File: src/rtl/core/sba_pkg.sv
// ----------------------------------------------------------------------------
// sba_pkg
// Shared widths, codes and helpers for the slot bitmap allocator.
// ----------------------------------------------------------------------------
`default_nettype none

package sba_pkg;

   localparam int USABLE_W = 11;
   localparam int BYTES_W  = 16;
   localparam int OFFS_W   = 14;
   localparam int FREEB_W  = 15;
   localparam int STATUS_W = 2;
   localparam int NEED_W   = 5;
   localparam int SKIP_W   = 4;

   typedef logic [1:0] code_type;

   localparam code_type CODE_FREE    = 2'd0;
   localparam code_type CODE_ONE     = 2'd1;
   localparam code_type CODE_FIVE    = 2'd2;
   localparam code_type CODE_SIXTEEN = 2'd3;

   localparam logic [STATUS_W-1:0] ST_OK       = 2'd0;
   localparam logic [STATUS_W-1:0] ST_BAD      = 2'd1;
   localparam logic [STATUS_W-1:0] ST_NOSPACE  = 2'd2;
   localparam logic [STATUS_W-1:0] ST_NOTALLOC = 2'd3;

   localparam logic MODE_ALLOC = 1'b0;
   localparam logic MODE_FREE  = 1'b1;

   localparam logic [16:0] SIZE_FIVE    = 17'd80;
   localparam logic [16:0] SIZE_SIXTEEN = 17'd256;

   localparam logic [USABLE_W-1:0] USABLE_RESET = 11'd1024;

   // Control that every cell of the ring sees
   typedef struct packed {
      logic clear;
      logic shift;
   } ring_ctl_type;

   // Slots covered by one run of the given code
   function automatic logic [NEED_W-1:0] run_len(input code_type c);
      logic [NEED_W-1:0] n;
      case (c)
         CODE_FIVE:    n = 5'd5;
         CODE_SIXTEEN: n = 5'd16;
         default:      n = 5'd1;
      endcase
      return n;
   endfunction

endpackage

`default_nettype wire

File: src/rtl/core/sba_if.sv
// ----------------------------------------------------------------------------
// sba_if
// Channel interfaces: request, response and register write.
// ----------------------------------------------------------------------------
`default_nettype none

interface sba_req_if;
   logic                        valid;
   logic                        ready;
   logic                        mode;
   logic [sba_pkg::BYTES_W-1:0] request_bytes;
   logic [sba_pkg::OFFS_W-1:0]  byte_offset;

   modport source (output valid, mode, request_bytes, byte_offset, input ready);
   modport sink   (input valid, mode, request_bytes, byte_offset, output ready);
endinterface

interface sba_rsp_if;
   logic                         valid;
   logic                         ready;
   logic [sba_pkg::STATUS_W-1:0] status;
   logic [sba_pkg::OFFS_W-1:0]   alloc_offset;
   logic [sba_pkg::FREEB_W-1:0]  free_bytes;

   modport source (output valid, status, alloc_offset, free_bytes, input ready);
   modport sink   (input valid, status, alloc_offset, free_bytes, output ready);
endinterface

interface sba_csr_if;
   logic                         valid;
   logic                         ready;
   logic [sba_pkg::USABLE_W-1:0] data;

   modport source (output valid, data, input ready);
   modport sink   (input valid, data, output ready);
endinterface

`default_nettype wire

File: src/rtl/core/sba_cell.sv
// ----------------------------------------------------------------------------
// sba_cell
// One slot of the code ring: holds a 2-bit code, takes its neighbor's on shift.
// ----------------------------------------------------------------------------
`default_nettype none

module sba_cell (
   input  wire logic                  clock,
   input  wire logic                  reset,
   input  wire sba_pkg::ring_ctl_type ctl,
   input  wire sba_pkg::code_type     nbr_code,
   output sba_pkg::code_type          code
);

   sba_pkg::code_type code_ff;

   // Clear on reset or pool re-init, advance on shift
   always_ff @(posedge clock) begin
      if (reset || ctl.clear) begin
         code_ff <= sba_pkg::CODE_FREE;
      end else if (ctl.shift) begin
         code_ff <= nbr_code;
      end
   end

   assign code = code_ff;

endmodule

`default_nettype wire

File: src/rtl/core/slot_bitmap_allocator_top.sv
// ----------------------------------------------------------------------------
// slot_bitmap_allocator_top
// First-fit allocator of 16-byte slots over a rotating ring of code cells.
// ----------------------------------------------------------------------------
// Usage:
//   req  : one request per handshake; mode 0 allocates request_bytes,
//          mode 1 frees the run at byte_offset.
//   rsp  : one response per request with status, alloc_offset and the free
//          byte count after the request.
//   csr  : writes usable_slots; every write clears the pool. Always ready.
// Timing:
//   The slot codes sit in a ring of SLOTS cells that rotates one slot per
//   cycle past a head cell during the scan and write laps. A request that
//   needs the pool scans one full lap, decides, and makes one more lap to
//   write when it succeeds. Requests rejected on their fields or on the
//   free count skip the laps. One request is in flight at a time.
// Reset:
//   All slots free, usable_slots 1024, free count set to the usable slots.
// Stall:
//   A response waits in its output register; the next request is accepted
//   and worked on, and its response holds until the register is taken.
// ----------------------------------------------------------------------------
`default_nettype none

module slot_bitmap_allocator_top #(
   parameter int SLOTS = 1024
) (
   input  wire logic  clock,
   input  wire logic  reset,
   sba_req_if.sink    req,
   sba_rsp_if.source  rsp,
   sba_csr_if.sink    csr
);

   localparam int IW = (SLOTS > 1) ? $clog2(SLOTS) : 1;
   localparam int CW = (IW + 1 > 12) ? IW + 1 : 12;
   localparam logic [CW-1:0] SLOTS_C = CW'(SLOTS);
   localparam logic [IW-1:0] LAST_POS = IW'(SLOTS - 1);

   typedef enum logic [2:0] {
      S_IDLE, S_SCAN, S_EVAL, S_WRITE, S_DONE
   } state_type;

   // ------------------------------------------------------------------------
   // Code ring
   // ------------------------------------------------------------------------
   sba_pkg::ring_ctl_type ring_ctl;
   sba_pkg::code_type     codes [SLOTS];
   sba_pkg::code_type     wrap_code;
   sba_pkg::code_type     head;

   for (genvar k = 0; k < SLOTS; k++) begin : g_cell
      if (k == SLOTS - 1) begin : g_tail
         sba_cell u_cell (
            .clock(clock), .reset(reset), .ctl(ring_ctl),
            .nbr_code(wrap_code), .code(codes[k])
         );
      end else begin : g_body
         sba_cell u_cell (
            .clock(clock), .reset(reset), .ctl(ring_ctl),
            .nbr_code(codes[k+1]), .code(codes[k])
         );
      end
   end

   assign head = codes[0];

   // ------------------------------------------------------------------------
   // Control registers
   // ------------------------------------------------------------------------
   state_type                     state_ff, state_in;
   logic [IW-1:0]                 pos_ff, pos_in;
   logic                          mode_ff, mode_in;
   logic [CW-1:0]                 slot_ff, slot_in;
   logic [sba_pkg::NEED_W-1:0]    need_ff, need_in;
   sba_pkg::code_type             code_ff, code_in;
   logic [sba_pkg::NEED_W-1:0]    cnt_ff, cnt_in;
   logic [sba_pkg::SKIP_W-1:0]    skip_ff, skip_in;
   logic [IW-1:0]                 first_ff, first_in;
   logic                          found_ff, found_in;
   logic                          mism_ff, mism_in;
   logic [sba_pkg::USABLE_W-1:0]  usable_ff, usable_in;
   logic [sba_pkg::USABLE_W-1:0]  free_ff, free_in;
   logic [sba_pkg::STATUS_W-1:0]  st_ff, st_in;
   logic [sba_pkg::OFFS_W-1:0]    aoff_ff, aoff_in;
   logic                          rsp_valid_ff, rsp_valid_in;
   logic [sba_pkg::STATUS_W-1:0]  rsp_status_ff, rsp_status_in;
   logic [sba_pkg::OFFS_W-1:0]    rsp_aoff_ff, rsp_aoff_in;
   logic [sba_pkg::FREEB_W-1:0]   rsp_fbytes_ff, rsp_fbytes_in;

   logic                          req_fire, csr_fire;
   logic [CW-1:0]                 lim, pos_ext, run_end, wr_end, req_slot;
   logic [16:0]                   rounded;
   logic [sba_pkg::NEED_W-1:0]    req_need, run_n;
   sba_pkg::code_type             req_code;
   logic                          last_pos, in_write;

   // Effective pool size: the register clamped to the ring length
   function automatic logic [CW-1:0] eff_usable(input logic [sba_pkg::USABLE_W-1:0] v);
      logic [CW-1:0] w;
      w = CW'(v);
      return (w > SLOTS_C) ? SLOTS_C : w;
   endfunction

   assign req.ready = (state_ff == S_IDLE);
   assign csr.ready = 1'b1;
   assign req_fire  = req.valid && req.ready;
   assign csr_fire  = csr.valid && csr.ready;

   assign lim      = eff_usable(usable_ff);
   assign pos_ext  = CW'(pos_ff);
   assign last_pos = (pos_ff == LAST_POS);
   assign req_slot = CW'(req.byte_offset[sba_pkg::OFFS_W-1:4]);
   assign run_n    = sba_pkg::run_len(code_ff);
   assign run_end  = slot_ff + CW'(run_n);
   assign wr_end   = CW'(first_ff) + CW'(need_ff);

   // Round the allocate size and pick the run length
   always_comb begin
      rounded  = (17'(req.request_bytes) + 17'd7) & ~17'd7;
      req_need = 5'd1;
      req_code = sba_pkg::CODE_ONE;
      if (rounded == sba_pkg::SIZE_FIVE) begin
         req_need = 5'd5;
         req_code = sba_pkg::CODE_FIVE;
      end
      if (rounded == sba_pkg::SIZE_SIXTEEN) begin
         req_need = 5'd16;
         req_code = sba_pkg::CODE_SIXTEEN;
      end
   end

   // Rewrite slots as they leave the head during the write lap
   always_comb begin
      in_write  = 1'b0;
      wrap_code = head;
      if (state_ff == S_WRITE) begin
         if (mode_ff == sba_pkg::MODE_ALLOC) begin
            in_write = (pos_ext >= CW'(first_ff)) && (pos_ext < wr_end);
            if (in_write) wrap_code = code_ff;
         end else begin
            in_write = (pos_ext >= slot_ff) && (pos_ext < run_end);
            if (in_write) wrap_code = sba_pkg::CODE_FREE;
         end
      end
      ring_ctl.clear = csr_fire;
      ring_ctl.shift = (state_ff == S_SCAN) || (state_ff == S_WRITE);
   end

   // ------------------------------------------------------------------------
   // Next-state logic
   // ------------------------------------------------------------------------
   always_comb begin
      state_in      = state_ff;
      pos_in        = pos_ff;
      mode_in       = mode_ff;
      slot_in       = slot_ff;
      need_in       = need_ff;
      code_in       = code_ff;
      cnt_in        = cnt_ff;
      skip_in       = skip_ff;
      first_in      = first_ff;
      found_in      = found_ff;
      mism_in       = mism_ff;
      usable_in     = usable_ff;
      free_in       = free_ff;
      st_in         = st_ff;
      aoff_in       = aoff_ff;
      rsp_valid_in  = rsp_valid_ff && !rsp.ready;
      rsp_status_in = rsp_status_ff;
      rsp_aoff_in   = rsp_aoff_ff;
      rsp_fbytes_in = rsp_fbytes_ff;

      case (state_ff)
         // Take a request and screen its fields and the free count
         S_IDLE: begin
            if (req_fire) begin
               mode_in  = req.mode;
               slot_in  = req_slot;
               need_in  = req_need;
               code_in  = (req.mode == sba_pkg::MODE_ALLOC) ? req_code
                                                           : sba_pkg::CODE_FREE;
               cnt_in   = '0;
               skip_in  = '0;
               first_in = '0;
               found_in = 1'b0;
               mism_in  = 1'b0;
               pos_in   = '0;
               aoff_in  = '0;
               state_in = S_SCAN;
               if (req.mode == sba_pkg::MODE_ALLOC) begin
                  if (req.request_bytes == '0) begin
                     st_in    = sba_pkg::ST_BAD;
                     state_in = S_DONE;
                  end else if (free_ff < 11'(req_need)) begin
                     st_in    = sba_pkg::ST_NOSPACE;
                     state_in = S_DONE;
                  end
               end else if ((req.byte_offset[3:0] != 4'd0) || (req_slot >= lim)) begin
                  st_in    = sba_pkg::ST_BAD;
                  state_in = S_DONE;
               end
            end
         end

         // One lap: first-fit search or run check at the head cell
         S_SCAN: begin
            pos_in = last_pos ? '0 : pos_ff + 1'b1;
            if (mode_ff == sba_pkg::MODE_ALLOC) begin
               if (skip_ff != '0) begin
                  skip_in = skip_ff - 1'b1;
               end else if (!found_ff && (pos_ext < lim)) begin
                  if (head == sba_pkg::CODE_FREE) begin
                     if (cnt_ff == '0) first_in = pos_ff;
                     cnt_in = cnt_ff + 1'b1;
                     if (cnt_ff + 1'b1 == need_ff) found_in = 1'b1;
                  end else begin
                     cnt_in  = '0;
                     skip_in = 4'(sba_pkg::run_len(head) - 1'b1);
                  end
               end
            end else begin
               if (pos_ext == slot_ff) begin
                  code_in = head;
               end else if ((pos_ext > slot_ff) && (pos_ext < run_end) &&
                            (head != code_ff)) begin
                  mism_in = 1'b1;
               end
            end
            if (last_pos) state_in = S_EVAL;
         end

         // Decide on the scan outcome
         S_EVAL: begin
            state_in = S_WRITE;
            if (mode_ff == sba_pkg::MODE_ALLOC) begin
               if (!found_ff) begin
                  st_in    = sba_pkg::ST_NOSPACE;
                  state_in = S_DONE;
               end
            end else if ((code_ff == sba_pkg::CODE_FREE) || (run_end > lim) || mism_ff) begin
               st_in    = sba_pkg::ST_NOTALLOC;
               state_in = S_DONE;
            end
         end

         // One lap writing the run, then settle the free count
         S_WRITE: begin
            pos_in = last_pos ? '0 : pos_ff + 1'b1;
            if (last_pos) begin
               st_in    = sba_pkg::ST_OK;
               state_in = S_DONE;
               if (mode_ff == sba_pkg::MODE_ALLOC) begin
                  free_in = free_ff - 11'(need_ff);
                  aoff_in = 14'({first_ff, 4'b0000});
               end else begin
                  free_in = free_ff + 11'(run_n);
               end
            end
         end

         // Hand the response to the output register
         S_DONE: begin
            if (!rsp_valid_ff || rsp.ready) begin
               rsp_valid_in  = 1'b1;
               rsp_status_in = st_ff;
               rsp_aoff_in   = aoff_ff;
               rsp_fbytes_in = {free_ff, 4'b0000};
               state_in      = S_IDLE;
            end
         end

         default: state_in = S_IDLE;
      endcase

      // Register write re-initializes the pool
      if (csr_fire) begin
         usable_in = csr.data;
         free_in   = 11'(eff_usable(csr.data));
      end
   end

   // ------------------------------------------------------------------------
   // State and registered outputs
   // ------------------------------------------------------------------------
   always_ff @(posedge clock) begin
      if (reset) begin
         state_ff     <= S_IDLE;
         pos_ff       <= '0;
         usable_ff    <= sba_pkg::USABLE_RESET;
         free_ff      <= 11'(eff_usable(sba_pkg::USABLE_RESET));
         rsp_valid_ff <= 1'b0;
      end else begin
         state_ff     <= state_in;
         pos_ff       <= pos_in;
         usable_ff    <= usable_in;
         free_ff      <= free_in;
         rsp_valid_ff <= rsp_valid_in;
      end
      mode_ff       <= mode_in;
      slot_ff       <= slot_in;
      need_ff       <= need_in;
      code_ff       <= code_in;
      cnt_ff        <= cnt_in;
      skip_ff       <= skip_in;
      first_ff      <= first_in;
      found_ff      <= found_in;
      mism_ff       <= mism_in;
      st_ff         <= st_in;
      aoff_ff       <= aoff_in;
      rsp_status_ff <= rsp_status_in;
      rsp_aoff_ff   <= rsp_aoff_in;
      rsp_fbytes_ff <= rsp_fbytes_in;
   end

   assign rsp.valid        = rsp_valid_ff;
   assign rsp.status       = rsp_status_ff;
   assign rsp.alloc_offset = rsp_aoff_ff;
   assign rsp.free_bytes   = rsp_fbytes_ff;

   // ------------------------------------------------------------------------
   // Assertions
   // ------------------------------------------------------------------------
   a_fail_no_offset: assert property (@(posedge clock) disable iff (reset)
      rsp.valid && (rsp.status != sba_pkg::ST_OK) |-> rsp.alloc_offset == '0)
      else $error("failed request reports an offset");

   a_free_in_pool: assert property (@(posedge clock) disable iff (reset)
      CW'(free_ff) <= lim)
      else $error("free count exceeds the pool");

   a_lap_step: assert property (@(posedge clock) disable iff (reset)
      (state_ff == S_SCAN) && !last_pos |=> pos_ff == $past(pos_ff) + 1'b1)
      else $error("ring position skipped during a lap");

endmodule

`default_nettype wire

File: src/flat_wrapper.sv
// flat-port wrapper written by rule: the top's interface ports become plain ports
module slot_bitmap_allocator_top_flat 
#(
   parameter int SLOTS = 1024
)
  (clock, reset, req_valid, req_mode, req_request_bytes, req_byte_offset, req_ready, rsp_valid, rsp_status, rsp_alloc_offset, rsp_free_bytes, rsp_ready, csr_valid, csr_data, csr_ready);
  sba_req_if req_i ();
  sba_rsp_if rsp_i ();
  sba_csr_if csr_i ();
  input  wire logic clock;
  input  wire logic reset;
  input wire logic [$bits(req_i.valid)-1:0] req_valid;
  input wire logic [$bits(req_i.mode)-1:0] req_mode;
  input wire logic [$bits(req_i.request_bytes)-1:0] req_request_bytes;
  input wire logic [$bits(req_i.byte_offset)-1:0] req_byte_offset;
  output wire logic [$bits(req_i.ready)-1:0] req_ready;
  output wire logic [$bits(rsp_i.valid)-1:0] rsp_valid;
  output wire logic [$bits(rsp_i.status)-1:0] rsp_status;
  output wire logic [$bits(rsp_i.alloc_offset)-1:0] rsp_alloc_offset;
  output wire logic [$bits(rsp_i.free_bytes)-1:0] rsp_free_bytes;
  input wire logic [$bits(rsp_i.ready)-1:0] rsp_ready;
  input wire logic [$bits(csr_i.valid)-1:0] csr_valid;
  input wire logic [$bits(csr_i.data)-1:0] csr_data;
  output wire logic [$bits(csr_i.ready)-1:0] csr_ready;
  assign req_i.valid = req_valid;
  assign req_i.mode = req_mode;
  assign req_i.request_bytes = req_request_bytes;
  assign req_i.byte_offset = req_byte_offset;
  assign req_ready = req_i.ready;
  assign rsp_valid = rsp_i.valid;
  assign rsp_status = rsp_i.status;
  assign rsp_alloc_offset = rsp_i.alloc_offset;
  assign rsp_free_bytes = rsp_i.free_bytes;
  assign rsp_i.ready = rsp_ready;
  assign csr_i.valid = csr_valid;
  assign csr_i.data = csr_data;
  assign csr_ready = csr_i.ready;
  slot_bitmap_allocator_top #(.SLOTS(SLOTS)) u_core (.clock(clock), .reset(reset), .req(req_i), .rsp(rsp_i), .csr(csr_i));
endmodule
File: config.mk
export PLATFORM = sky130hd
export DESIGN_NAME = slot_bitmap_allocator_top_flat
export DESIGN_NICKNAME = d
export VERILOG_FILES = /design/src/rtl/core/sba_pkg.sv /design/src/rtl/core/sba_if.sv /design/src/rtl/core/sba_cell.sv /design/src/rtl/core/slot_bitmap_allocator_top.sv /design/src/flat_wrapper.sv
export SDC_FILE = /design/constraint.sdc
export NUM_CORES = 2
export LEC_CHECK = 0
export BUFFER_PORTS_ARGS = -buffer_cell sky130_fd_sc_hd__buf_2
export CAP_MARGIN = 10
export CORE_MARGIN = 10
export CORE_UTILIZATION = 63
export CTS_BUF_LIST = sky130_fd_sc_hd__clkbuf_4 sky130_fd_sc_hd__clkbuf_8 sky130_fd_sc_hd__clkbuf_16
export CTS_CLUSTER_DIAMETER = 100
export DETAILED_ROUTE_END_ITERATION = 10
export GPL_ROUTABILITY_DRIVEN = 0
export PLACE_DENSITY = 0.79
export SLEW_MARGIN = 20
export SYNTH_ARGS = -nofsm -noshare
export SYNTH_HDL_FRONTEND = slang
export SYNTH_SLANG_ARGS = --single-unit
File: constraint.sdc
create_clock -name clock -period 6.2 [get_ports clock]
set_input_delay 0 -clock clock [delete_from_list [all_inputs] [get_ports clock]]
set_output_delay 0 -clock clock [all_outputs]
set_load 0.03 [all_outputs]
==> metrics.md <==
| Metric | Value |
|---|---|
| Outcome | `finished, final reports clean` |
| Seq/Total Area, Yosys | `57.3%` |
| FMAX | `around 250 MHz` |
| Die Footprint | `136,000 um^2` |
| Arrival @ worst endpoint | `4440 ps` |
| Max-cap violations | `0` |
| YS warnings | `0` |
| Clk slew on worst S/H paths | `about 60 ps` |
| Pwr dens | `about 340 nW/um^2` |
| Flop pwr share | `between 40% and 50%` |
| EDFF count, synth | `72` |
| Fin cells | `~11,000` |
| Slew Viols, Final | `0` |
| Crit path launch type | `flop` |
| Initial Util | `a little under two thirds` |
| Combinational family with the most area after synthesis | `simple AND/OR/NAND/NOR gates` |
| First-pass DRT Iterations | `7` |
| Max IR drop VDD | `around 0.30 mV` |
| Commonest cells post-synth | `nand2_1 (4,140), a21oi_1 (2,086), dfxtp_1 (2,084)` |
| Synth Area in XOR/XNOR | `less than 1%` |
| Power share of the clock group | `around 45%` |
| Clock buffer depth | `3` |
| Die height | `369 um` |
| Switching Share | `between 20% and 30%` |
| Root buf cell | `clkbuf_16` |
| Core area | `120,000 um^2` |
| Pint | `between 20 and 25 mW` |
| Ys flop type | `dfxtp_1` |
| Synth Register Bits | `roughly 2,200` |
| GRT Util Overall | `roughly a fifth` |
| Yosys top cell area share | `a little over half` |
| Mapped Area | `approximately 77,000 um^2` |
| Placement Setup Slack | `roughly 2400 ps` |
| Area grow syn2layout | `10.5%` |
| First-pass GRT wire length | `between 200 and 250 mm` |
| CTS buffer count | `200` |
| Die Width | `approximately 370 um` |
| Leakage | `between 20 and 30 nW` |
| Placed insts | `about 11,000` |
| Clock sinks | `roughly 2,200` |
| Placed Area | `between 70,000 and 80,000 um^2` |
| Post-CTS sizing | `0` |
| Util after Layout | `approximately 70%` |
| ANT cells | `0` |
| Hold WC Path Type | `input pin to flop` |
| Synth Area per Inst | `7.94 um^2` |
| I/O pins | `between 80 and 90` |
| WS Path Type | `flop to flop` |
| Final #Nets | `9,469` |
| Initial antenna violation count | `0` |
| R2R depth | `12` |
| Post-CTS Hold Buffers | `70` |
| Crit path largest cell delay | `610 ps` |
| Critical Path RT | `roughly 6700 ps` |
| Clock latency on the worst-skew pair | `roughly 800 ps` |
| Final Critical Period | `around 4000 ps` |
| Crit end category | `flop` |
| Switch Pwr | `between 6 and 7 mW` |
| Final worst slack | `around 2200 ps` |
| Worst Tran Pin Value | `1320 ps` |
| Post-Synth Simple-Gate Area | `21.8%` |
| DR DRC count | `0` |
| CTS tree | `done` |
| Critical path peak fanout | `5` |
| Post-Synthesis Cells | `between 9,000 and 10,000` |
| Synth Area in Adders | `under 10%` |
| Vias in the first global route | `around 54,000` |
| Final Skew | `30.4 ps` |
| Std-Cell Rows | `around 130` |
| Post-CTS setup repair buffer count | `0` |
| Via density | `5.34` |
| Fin crit share | `between 60 and 70%` |
| Mux cell area share after synthesis | `less than 1%` |
| Slew Limit Headroom | `between 10% and 20%` |
| CP max stage cell | `a211oi_1` |
| RSZ-0062 raised after global routing | `no` |
| Drt wl/cell | `approximately 12 um` |
| Setup_tns | `0 ps` |
| Compound-gate portion of the synthesized area | `approximately 15%` |
| Gr ovfl total | `0` |
| Fraction of registers with async set/reset | `0%` |
| Initial DRC count | `slightly above 5,000` |
| Port bufs | `slightly above 70` |
| DPL Wire Length | `roughly 70 mm` |
| Final WL | `roughly 140 mm` |
| Most frequent cell after synthesis | `nand2_1` |
| Synth top area cells | `dfxtp_1 (54%), nand2_1 (20%), a21oi_1 (14%)` |
| Distinct cells, synth | `76` |
| Crit path cell chain | `nor2b_1 -> ha_1 -> a211oi_1 -> nor3_1 -> xnor2_1 -> inv_1 -> ha_1 -> nand4_1 -> o31a_1 -> o311ai_0 -> nand2_1 -> o31ai_1` |
| Post-DRT Antenna Nets | `0` |
| Design Area, Final | `approximately 85,000 um^2` |
| Final Hold Viols | `0` |
| H-tree levels | `4` |
| Crit-path most repeated cell | `ha_1` |
| Via Count | `roughly 60,000` |
| Final setup viols | `0` |
| Combinational power share | `6.3%` |
| Largest net degree at the start of global routing | `about 280` |
| Fillers | `about 9,000` |
| Layout cells sized above 1 | `5.27%` |
| WHS Path Cells | `4` |
| Cell taking the most area after synthesis | `dfxtp_1` |
==> per-layer routing <==
layer,vias up,share of wire [%],global-route usage (%)
met1,27498,45,22.9
met3,287,4.0,3.12
met2,978,48,34.0
met5,-,0,0
met4,0,2.5,6.67
li1,30504,-,-
==> registers in the layout (all words and copies together) (netlist names) <==
register	count
u_core.g_cell.g_body.u_cell.code	2046
u_core.free_ff	11
u_core.rsp.free_bytes	11
u_core.usable_ff	11
u_core.aoff_ff	10
u_core.first_ff	10
u_core.pos_ff	10
u_core.rsp.alloc_offset	10
u_core.slot_ff	10
u_core.cnt_ff	5
u_core.skip_ff	4
u_core.need_ff	3
u_core.state_ff	3
u_core.code_ff	2
u_core.g_cell.g_tail.u_cell.code	2
u_core.rsp.status	2
u_core.st_ff	2
u_core.found_ff	1
u_core.mism_ff	1
u_core.mode_ff	1
u_core.rsp.valid	1
==> kinds of logic after synthesis <==
| family | after synthesis |
|---|---|
| AND/OR/NAND/NOR | 4357 |
| AO/OA/AOI/OAI | 2219 |
| adder cells (fa/ha/maj) | 92 |
| buffers and inverters | 769 |
| flip-flops | 2156 |
| other | 2 |
| multiplexers | 15 |
| XOR/XNOR | 35 |
==> critical path, delay by kind of cell, from the launching register on <==
family | cells | cell delay (ps)
AOI/OAI and AO/OA | 4 | 1460
and+or+nand+nor | 4 | 740
adders and majority gates | 2 | 640
DFF | 1 | 470
xor gates and xnor gates | 1 | 240
buffers and inverters | 1 | 80
==> stage by stage <==
stage	power, mW	hold slack, ps
CTS	28.8	33.9
global route	29.6	65.8
floorplan	15.8	98.9
detailed placement	16.1	205
finish	28.6	75.1
global placement	16.1	199
==> power by group through the flow <==
stage	Sequential, mW	Clock (mW)	Combinational, mW
after floorplan	14.4	0	1.42
after global placement	14.4	0	1.73
after detailed placement	14.4	0	1.75
after CTS	14.1	13.0	1.79
after global routing	14.1	13.5	1.99
final	14.1	12.7	1.80
==> path summary, 6_finish.rpt <==
kind,slack (ps),startpoint,end
worst max register to register,2240,u_core.code_ff[0],u_core.st_ff[0]
worst max-delay path,2240,u_core.code_ff[0],u_core.st_ff[0]
worst min register to register,420,u_core.aoff_ff[12],u_core.rsp.alloc_offset[12]
worst min-delay path,80,csr_data[9],u_core.usable_ff[9]
==> placed cells by master (no fill, tap or decap), types with 5 or more instances in the layout <==
| master | count |
|---|---|
| bufinv_16 | 20 |
| nor2b_1 | 8 |
| buf_2 | 71 |
| dlygate4sd3_1 | 70 |
| xnor2_1 | 23 |
| and3_1 | 15 |
| nand3_1 | 23 |
| inv_1 | 57 |
| and2_1 | 5 |
| o21a_1 | 5 |
| edfxtp_1 | 72 |
| buf_12 | 24 |
| conb_1 | 9 |
| ha_1 | 90 |
| a211oi_1 | 12 |
| mux2i_1 | 12 |
| clkinv_2 | 38 |
| nor3_1 | 33 |
| clkbuf_4 | 50 |
| o21ai_0 | 42 |
| buf_4 | 21 |
| inv_6 | 6 |
| nor4_1 | 8 |
| a31oi_1 | 5 |
| dfxtp_1 | 2084 |
| nor3b_1 | 6 |
| xor2_1 | 10 |
| clkbuf_8 | 39 |
| nand2b_1 | 13 |
| a21oi_1 | 2086 |
| nor2_1 | 72 |
| nand2_1 | 4140 |
| nand4_1 | 7 |
| or3_1 | 6 |
| clkbuf_16 | 203 |
| a21o_1 | 15 |
==> layout make-up <==
cell class / instances / area [um^2] / area share (%)
inverters: 59 / 221 / 0.262
multi-input cells: 6727 / 29800 / 35.2
well taps: 1612 / 2020 / 2.38
repair buffers: 187 / 1710 / 2.02
flip-flops and latches: 2156 / 43900 / 51.9
clock inverters: 73 / 1010 / 1.19
clock buffers: 292 / 5990 / 7.08
(Power assumes the default switching activity.)
